### src/rtl/core/lrupr_pkg.sv
package lrupr_pkg;

  // Register indexes, selected by paddr[2]
  typedef enum logic {
    REG_FRAMES_USED = 1'b0,
    REG_NONE        = 1'b1
  } reg_idx_e;

  localparam logic [2:0]  FRAMES_USED_RESET = 3'd4;
  localparam logic [15:0] FAULT_MAX         = 16'hFFFF;

  typedef struct packed {
    logic [7:0] page;
    logic       last_ref;
  } req_t;

  typedef struct packed {
    logic        hit;
    logic [1:0]  frame_slot;
    logic        evicted_valid;
    logic [7:0]  evicted_page;
    logic [15:0] fault_total;
    logic        run_end;
  } rsp_t;

  // Update strobe toward the frame table
  typedef struct packed {
    logic step;
    logic last;
  } step_t;

endpackage

### src/rtl/core/lrupr_frame_table.sv
module lrupr_frame_table #(
  parameter int FRAMES    = 4,
  parameter int PAGE_BITS = 8
) (
  input  logic                 clk_i,
  input  logic                 rst_ni,
  input  lrupr_pkg::step_t     ctrl_i,
  input  logic [PAGE_BITS-1:0] page_i,
  input  logic [2:0]           frames_used_i,
  output lrupr_pkg::rsp_t      rsp_o
);

  localparam int IW = (FRAMES > 1) ? $clog2(FRAMES) : 1;
  localparam int RW = IW;
  localparam logic [RW-1:0] RANK_MAX = RW'(FRAMES - 1);

  logic [PAGE_BITS-1:0] page_q [FRAMES];
  logic [PAGE_BITS-1:0] page_d [FRAMES];
  logic [RW-1:0]        rank_q [FRAMES];
  logic [RW-1:0]        rank_d [FRAMES];
  logic [FRAMES-1:0]    valid_q, valid_d;
  logic [15:0]          fault_q, fault_d;

  logic [FRAMES-1:0]    active, match, free, win;
  logic [2:0]           fu_eff;
  logic [IW-1:0]        hit_slot, free_slot, vic_slot, slot;
  logic                 hit, have_free, ev_valid;
  logic [PAGE_BITS-1:0] ev_page;
  logic [RW-1:0]        slot_rank;
  logic [31:0]          slot_ext, ev_ext;

  assign fu_eff = (frames_used_i == 3'd0) ? 3'd1 : frames_used_i;

  // Per-frame compare and LRU victim vote
  always_comb begin
    for (int i = 0; i < FRAMES; i++) begin
      active[i] = (32'(i) < 32'(fu_eff));
      match[i]  = active[i] && valid_q[i] && (page_q[i] == page_i);
      free[i]   = active[i] && !valid_q[i];
      win[i]    = active[i] && (rank_q[i] != '0);
      for (int j = 0; j < FRAMES; j++) begin
        if (active[j] && j < i && !(rank_q[j] < rank_q[i])) begin
          win[i] = 1'b0;
        end
        if (active[j] && j > i && rank_q[j] > rank_q[i]) begin
          win[i] = 1'b0;
        end
      end
    end
  end

  // Lowest index wins
  always_comb begin
    hit_slot  = '0;
    free_slot = '0;
    vic_slot  = '0;
    for (int i = FRAMES - 1; i >= 0; i--) begin
      if (match[i]) begin
        hit_slot = IW'(i);
      end
      if (free[i]) begin
        free_slot = IW'(i);
      end
      if (win[i]) begin
        vic_slot = IW'(i);
      end
    end
  end

  assign hit       = |match;
  assign have_free = |free;
  assign slot      = hit ? hit_slot : (have_free ? free_slot : vic_slot);
  assign ev_valid  = !hit && !have_free;
  assign ev_page   = ev_valid ? page_q[slot] : '0;
  assign slot_rank = rank_q[slot];

  always_comb begin
    fault_d = fault_q;
    if (!hit && fault_q != lrupr_pkg::FAULT_MAX) begin
      fault_d = fault_q + 16'd1;
    end
  end

  always_comb begin
    valid_d = valid_q;
    for (int i = 0; i < FRAMES; i++) begin
      page_d[i] = page_q[i];
      rank_d[i] = rank_q[i];
      if (IW'(i) == slot) begin
        rank_d[i] = '0;
        if (!hit) begin
          page_d[i]  = page_i;
          valid_d[i] = 1'b1;
        end
      end else if (active[i] && valid_q[i]) begin
        if (hit && rank_q[i] < slot_rank) begin
          rank_d[i] = rank_q[i] + RW'(1);
        end else if (!hit && rank_q[i] < RANK_MAX) begin
          rank_d[i] = rank_q[i] + RW'(1);
        end
      end
    end
  end

  always_ff @(posedge clk_i or negedge rst_ni) begin
    if (!rst_ni) begin
      valid_q <= '0;
      fault_q <= '0;
      for (int i = 0; i < FRAMES; i++) begin
        page_q[i] <= '0;
        rank_q[i] <= '0;
      end
    end else if (ctrl_i.step) begin
      if (ctrl_i.last) begin
        valid_q <= '0;
        fault_q <= '0;
        for (int i = 0; i < FRAMES; i++) begin
          page_q[i] <= '0;
          rank_q[i] <= '0;
        end
      end else begin
        valid_q <= valid_d;
        fault_q <= fault_d;
        for (int i = 0; i < FRAMES; i++) begin
          page_q[i] <= page_d[i];
          rank_q[i] <= rank_d[i];
        end
      end
    end
  end

  assign slot_ext = 32'(slot);
  assign ev_ext   = 32'(ev_page);

  always_comb begin
    rsp_o.hit           = hit;
    rsp_o.frame_slot    = slot_ext[1:0];
    rsp_o.evicted_valid = ev_valid;
    rsp_o.evicted_page  = ev_ext[7:0];
    rsp_o.fault_total   = fault_d;
    rsp_o.run_end       = ctrl_i.last;
  end

endmodule

### src/rtl/core/lru_page_replacement_unit.sv
// LRU page replacement unit.
// A request passes the input register, then the result register, before its result is valid.
// Throughput: one request per cycle while the result side is not stalled; frame compare,
// victim vote and rank update all resolve combinationally between the input and result registers.
// Reset (rst_ni low, async): all frames empty, ranks and fault count zero,
// frames_used = 4, both pipeline registers empty.
module lru_page_replacement_unit #(
  parameter int FRAMES    = 4,
  parameter int PAGE_BITS = 8
) (
  input  logic            clk_i,
  input  logic            rst_ni,
  // request channel
  input  logic            in_valid_i,
  output logic            in_stall_o,
  input  lrupr_pkg::req_t in_req_i,
  // result channel
  output logic            out_valid_o,
  input  logic            out_stall_i,
  output lrupr_pkg::rsp_t out_rsp_o,
  // configuration port
  input  logic            psel,
  input  logic            penable,
  input  logic            pwrite,
  input  logic [2:0]      paddr,
  input  logic [31:0]     pwdata,
  output logic [31:0]     prdata,
  output logic            pready
);

  // ---------------------------------------------------------------------
  // Configuration register. paddr[2] selects the register; low bits are
  // byte offsets within the word and are ignored.
  // ---------------------------------------------------------------------
  logic [2:0] frames_used_q;
  logic       cfg_write;
  lrupr_pkg::reg_idx_e reg_sel;

  assign pready    = 1'b1;
  assign reg_sel   = lrupr_pkg::reg_idx_e'(paddr[2]);
  assign cfg_write = psel && penable && pwrite && pready;

  always_ff @(posedge clk_i or negedge rst_ni) begin
    if (!rst_ni) begin
      frames_used_q <= lrupr_pkg::FRAMES_USED_RESET;
    end else if (cfg_write && reg_sel == lrupr_pkg::REG_FRAMES_USED) begin
      frames_used_q <= pwdata[2:0];
    end
  end

  always_comb begin
    case (reg_sel)
      lrupr_pkg::REG_FRAMES_USED: prdata = {29'd0, frames_used_q};
      default:                    prdata = '0;
    endcase
  end

  // ---------------------------------------------------------------------
  // Pipeline control. The input register advances whenever the result
  // register is empty or its content is being taken this cycle, so requests
  // can enter every cycle and one more can wait behind a stalled result.
  // ---------------------------------------------------------------------
  logic            in_valid_q;
  lrupr_pkg::req_t in_q;
  logic            out_valid_q;
  lrupr_pkg::rsp_t out_q;
  logic            advance;
  logic            in_take;
  lrupr_pkg::step_t step;
  lrupr_pkg::rsp_t rsp;
  logic [31:0]     page_ext;

  assign advance    = !out_valid_q || !out_stall_i;
  assign in_stall_o = in_valid_q && !advance;
  assign in_take    = in_valid_i && !in_stall_o;

  // Hold the request while the result side is blocked
  always_ff @(posedge clk_i or negedge rst_ni) begin
    if (!rst_ni) begin
      in_valid_q <= 1'b0;
    end else if (advance || !in_valid_q) begin
      in_valid_q <= in_valid_i;
    end
  end

  always_ff @(posedge clk_i) begin
    if (in_take) begin
      in_q <= in_req_i;
    end
  end

  // Fire the frame table only when the result register can take the answer,
  // so each request updates state exactly once.
  assign step.step = in_valid_q && advance;
  assign step.last = in_q.last_ref;

  // Use only the low PAGE_BITS of the page number
  assign page_ext = 32'(in_q.page);

  lrupr_frame_table #(
    .FRAMES    (FRAMES),
    .PAGE_BITS (PAGE_BITS)
  ) u_table (
    .clk_i         (clk_i),
    .rst_ni        (rst_ni),
    .ctrl_i        (step),
    .page_i        (page_ext[PAGE_BITS-1:0]),
    .frames_used_i (frames_used_q),
    .rsp_o         (rsp)
  );

  // Result register: load on each step, drop once taken
  always_ff @(posedge clk_i or negedge rst_ni) begin
    if (!rst_ni) begin
      out_valid_q <= 1'b0;
    end else if (advance) begin
      out_valid_q <= step.step;
    end
  end

  always_ff @(posedge clk_i) begin
    if (step.step) begin
      out_q <= rsp;
    end
  end

  assign out_valid_o = out_valid_q;
  assign out_rsp_o   = out_q;

endmodule

### config.mk
export PLATFORM = sky130hd
export DESIGN_NAME = lru_page_replacement_unit
export DESIGN_NICKNAME = d
export VERILOG_FILES = /design/src/rtl/core/lrupr_pkg.sv /design/src/rtl/core/lrupr_frame_table.sv /design/src/rtl/core/lru_page_replacement_unit.sv
export SDC_FILE = /design/constraint.sdc
export NUM_CORES = 1
export LEC_CHECK = 0
export BUFFER_PORTS_ARGS = -buffer_cell sky130_fd_sc_hd__buf_2
export CAP_MARGIN = 15
export CORE_UTILIZATION = 45
export CTS_CLUSTER_DIAMETER = 200
export DETAILED_ROUTE_END_ITERATION = 6
export GPL_TIMING_DRIVEN = 0
export PLACE_DENSITY = 0.67
export SLEW_MARGIN = 20
export SYNTH_ARGS = -nofsm -noshare
export SYNTH_HDL_FRONTEND = slang
export SYNTH_HIERARCHICAL = 1
export SYNTH_SLANG_ARGS = --single-unit
### constraint.sdc
create_clock -name clk_i -period 12.31 [get_ports clk_i]
set_input_delay 3.693 -clock clk_i [delete_from_list [all_inputs] [get_ports clk_i]]
set_output_delay 3.693 -clock clk_i [all_outputs]
set_load 0.01 [all_outputs]
* Word level (Yosys, flattened, before mapping)
Cells that the tools add are included.
** Word-level totals
- Output and inout port bits :: 64
- Input port bits :: 51
- Bits in registers :: 103
- Word-level logic and storage cells :: 221
** Operators by class
- Order comparisons :: 25
- Add/sub/neg operators :: 5
- Eq/ne operators :: 9
- Bitwise logic cells :: 2
- Mux-type cells :: 65
- Reduce and logical (&&, ||, !) cells :: 91
** Operator list (count)
- $mux W2 :: 32
- $mux W8 :: 8
- $logic_and A1 B1 Y1 :: 44
- $eq A8 B8 Y1 :: 4
- $mux W16 :: 2
- $mux W32 :: 1
- $reduce_and A3 Y1 :: 8
- $lt A2 B2 Y1 :: 10
- $logic_not A1 Y1 :: 17
- $mux W1 :: 17
- $add A16 B1 Y16 const B :: 1
- $bmux W8 S2 :: 1
- $ne A16 B16 Y1 const B :: 1
- $reduce_bool A2 Y1 :: 8
- $reduce_bool A4 Y1 :: 4
- $gt A2 B2 Y1 :: 6
- $reduce_bool A3 Y1 :: 4
- $add A2 B1 Y2 const B :: 4
- $lt A2 B2 Y1 const B :: 4
- $reduce_or A4 Y1 :: 2
- $lt A1 B3 Y1 const A :: 2
- $lt A2 B3 Y1 const A :: 2
- $mux W3 :: 2
- $bmux W2 S2 :: 1
- 10 further kinds :: 12

* Depth between registers and ports, before layout
- Depth in word-level cells :: 23
- Gate-level depth with buffers :: 15

* Hierarchy
The synthesis kept the hierarchy.
** Modules (own cells, without submodules)
- lrupr_frame_table :: area an instance 4344.2 µm², cells an instance 509, times used 1, seq. area each 1501.4 µm²
- lru_page_replacement_unit :: area an instance 1631.6 µm², cells an instance 88, times used 1, seq. area each 1267.5 µm²

* Worst setup path before layout
No wires, ideal clock.
- Kind :: input-to-output
- From :: input paddr[2]
- To :: output prdata[0]
- Arrival time :: 3.905 ns
- Buffers on the path :: 0
- Stages on the path :: 1
- Path slack :: 4.712 ns
- Cells stage by stage :: and2b_2
** On the way
- Longest elaborated chain between the ends :: 1
** Ends and longest elaborated chain
- from (decl) :: RTL line lru_page_replacement_unit.sv:25 : input logic [2:0] paddr,
- $mux W3 :: RTL line lru_page_replacement_unit.sv:52 : case (reg_sel)
- to (decl) :: RTL line lru_page_replacement_unit.sv:27 : output logic [31:0] prdata,
Every way passes these cells.

* Worst setup path in the final report
- From :: input paddr[2]
- To :: output prdata[2]
The elaborated chain is that of the path after synthesis.

==> run metrics <==
most common cell after layout, fill and taps aside nand2_1; CP Cell Sequence buf_2 > and2b_2 > buf_2; Peak VDD IR 123 uV; Tot GR Track Use 22.7%; ys async rst share 63.1%; worst-path maximum fanout 4; layout cells sized above 1 21.4%; commonest register cell after synthesis dfrtp_1; clock-pin slew on the worst setup and hold paths 0.07 ns; DRT iter0 DRCs 507; hold_buf cts 0; Fin Clk Skew 0.00840 ns; Routed Antenna Nets 0; TritonCTS Buffers 9; die height 117 um; routability congestion estimate 0.940; Sw Pwr 0.000442 W; critical path class in2out; first-pass GRT wire length 23.4 mm; Final Cell Area 6940 um2; multiplexer share of the synthesized area 2.83%; sequential area share after synthesis 46.3%; Worst-Margin Slew 0.810 ns; slowest CP cell and2b_2; largest net degree at the start of global routing 39; min-delay worst type reg2reg; max-cap violation count 0; vias per inst 5.47; CP Buf/Inv Count 2; Worst setup EP type output pin; PwrDens 173 nW/um2; routed wl met3 948 um; root buf cell clkbuf_16; CTS Sinks 103; Max Freq 0.128 GHz; Mapped Area 5980 um2; Resized Gates After CTS 0; Antenna Cells 0; Tmin final 7.83 ns; distinct cell type count after synthesis 74; Routed wire per std cell 16.5 um; Leak 3.02 nW; CP max stage delay 0.21 ns; Final Max Slew Viols 0; number of synthesized register bits 103; number of synthesized flops with an enable pin 38; largest family of logic cells by synthesized area compound AO/OA/AOI/OAI gates; Gate power share 34.5%; internal power 0.000760 W; die width 117 um; P&R area growth vs syn 16.2%; crit-path most repeated cell buf_2; Worst path depth 3; Clock Power Share 25.6%; Synth Area in Simple Gates 15.3%; worst hold stages 1; sequential power share 39.8%; die area 13700 um2; initial antenna violation count 0; Final period util 63.6%; RSZ-0062 raised after global routing false; type of origin of the critical path input port; Crit Reg-Reg Endpoint u_table/page_q[28]; met2 wire length 6.73 mm; setup TNS 0 ns; Remaining DRCs 0; r2r setup slk 8.66 ns; Core ar. 12800 um2; Worst-Skew Late Latency 0.36 ns; vias in the first global route 4507; Setup violations, final 0; Worst EP required 8.62 ns; Critical R2R Launch u_table/rank_q[1]; setup ws final 4.48 ns; pre-CTS setup slack 4.47 ns; most frequent cells in the layout 77 x nand2_1, 64 x dfrtp_1, 62 x buf_2; synthesized area per cell 10.0 um2; Initial DRT Pass Iterations 5; YS warnings 6; worst-case reg-to-reg path depth 11; outcome finished, final reports clean; Top Metal Used met4; Vias 4747; H-Tree Depth 3; fin nets 757; CP top delay family buffers and inverters; IO Pins 115; post-synthesis xor/xnor area fraction 6.74%; Area after DPL 6620 um2; Port Buffers 53; Hold Startpoint in_valid_q; buffer count from post-CTS setup fixing 0; Gate Count Post-Synth 597; Rows 41; Hold Vio Cnt, Final 0; CP arrival 4.14 ns; adder-cell share of the synthesized area 3.14%; Switching Fraction 36.8%; GRT overflow 0; Filler Cells Inserted 1125; Compound-Gate Fraction of Synth Area 17.0%; Min-Delay Endpoint out_valid_o; initial core utilization 46.8%; CTS max path bufs 2; Routed WL 14.3 mm; metal1 wirelength 6.38 mm; CTS tree done; Max-slew headroom 45.7%; HPWL Detailed 10.4 mm
==> per-layer routing <==
| metal | vias up | GRT usage [%] |
|---|---|---|
| met2 | 178 | 36.5 |
| met5 | - | 0 |
| li1 | 2260 | - |
| met4 | 0 | 7.00 |
| met1 | 2286 | 29.7 |
| met3 | 23 | 6.23 |
==> area by class of cell <==
cell class / count / area [um2] / share of cell area (%)
multi-input cells: 431 / 2820 / 40.6
flip-flops and latches: 103 / 2770 / 39.9
plain buffers: 69 / 422 / 6.07
repair buffers: 55 / 315 / 4.54
clock buffers: 9 / 225 / 3.24
well taps: 172 / 215 / 3.10
clock inverters: 7 / 96.3 / 1.39
inverters: 22 / 85.1 / 1.23
==> stage by stage <==
step	instances	util, %	power (W)	hold slack (ns)
final	868	54.4	0.00120	0.486
after global routing	868	54.4	0.00128	0.526
after CTS	868	54.4	0.00120	0.489
after detailed placement	852	51.8	0.000890	0.471
after global placement	850	51.4	0.000878	0.452
after floorplan	625	-	0.000766	0.443
==> cell usage after synthesis, types with 3 or more instances <==
cell | count | share of area (%)
buf_4 | 34 | 4.3
xnor2_1 | 27 | 4.0
and3_1 | 10 | 1.0
buf_6 | 3 | 0.57
and2_1 | 4 | 0.42
nand3b_1 | 3 | 0.38
mux2_4 | 5 | 1.3
o21ai_1 | 5 | 0.42
a22o_1 | 8 | 1.2
mux2_2 | 3 | 0.57
nand2_1 | 77 | 4.8
a41oi_1 | 3 | 0.44
nand3_1 | 12 | 1.0
nor3_1 | 5 | 0.42
a21oi_1 | 11 | 0.92
o31ai_1 | 16 | 2.0
and2b_2 | 3 | 0.44
nor2_1 | 24 | 1.5
edfxtp_1 | 38 | 19
dfrtp_1 | 64 | 27
inv_1 | 20 | 1.3
a311oi_1 | 8 | 1.2
and4_1 | 3 | 0.44
clkbuf_1 | 20 | 1.3
buf_2 | 10 | 0.84
a22oi_1 | 3 | 0.38
mux2i_1 | 6 | 1.0
nand4_1 | 10 | 1.0
nor4_1 | 4 | 0.42
nand2b_1 | 13 | 1.4
xor2_1 | 19 | 2.8
a211oi_1 | 5 | 0.63
a31oi_1 | 5 | 0.52
ha_1 | 15 | 3.1
o21ai_0 | 51 | 4.3
==> how the worst max path moves through the flow <==
stage | start | end
2_1_floorplan | paddr[2] | prdata[0]
3_3_place_gp | out_stall_i | u_table/rank_q[4]
3_5_place_dp | paddr[2] | prdata[2]
4_1_cts | paddr[2] | prdata[2]
5_1_grt | paddr[2] | prdata[1]
6_report | paddr[2] | prdata[2]
==> registers in the layout (all words and copies together), names as in the netlist <==
| name | flops |
|---|---|
| u_table/valid_q | 4 |
| u_table/rank_q | 8 |
| out_valid_o | 1 |
| u_table/fault_q | 16 |
| in_q | 9 |
| u_table/page_q | 32 |
| in_valid_q | 1 |
| out_rsp_o | 29 |
| frames_used_q | 3 |
==> worst reg2reg max path, stage by stage (launching register included) <==
cell and delay [ns]:
dfrtp_1 0.42, inv_1 0.28, ha_1 0.29, a211oi_1 0.28, o2111ai_1 0.22, a31oi_1 0.23, o21ai_2 0.10, clkbuf_1 0.27
a31oi_1 0.70, clkbuf_1 0.48, o21ai_0 0.15, o31ai_1 0.10
==> power by group through the flow <==
stage | Combinational, W | Clock [W] | Sequential, W
floorplan | 0.000291 | 0 | 0.000475
global placement | 0.000397 | 0 | 0.000481
global route | 0.000457 | 0.000331 | 0.000487
detailed placement | 0.000406 | 0 | 0.000484
CTS | 0.000409 | 0.000317 | 0.000477
finish | 0.000415 | 0.000308 | 0.000479
==> logic make-up after synthesis <==
group,after synthesis
flops,103
other cells,2
mux,14
compound gates,147
buf+inv,91
xor+xnor,46
simple gates,179
fa+ha+maj,15
Note: power is estimated with default switching activity, not from simulation.
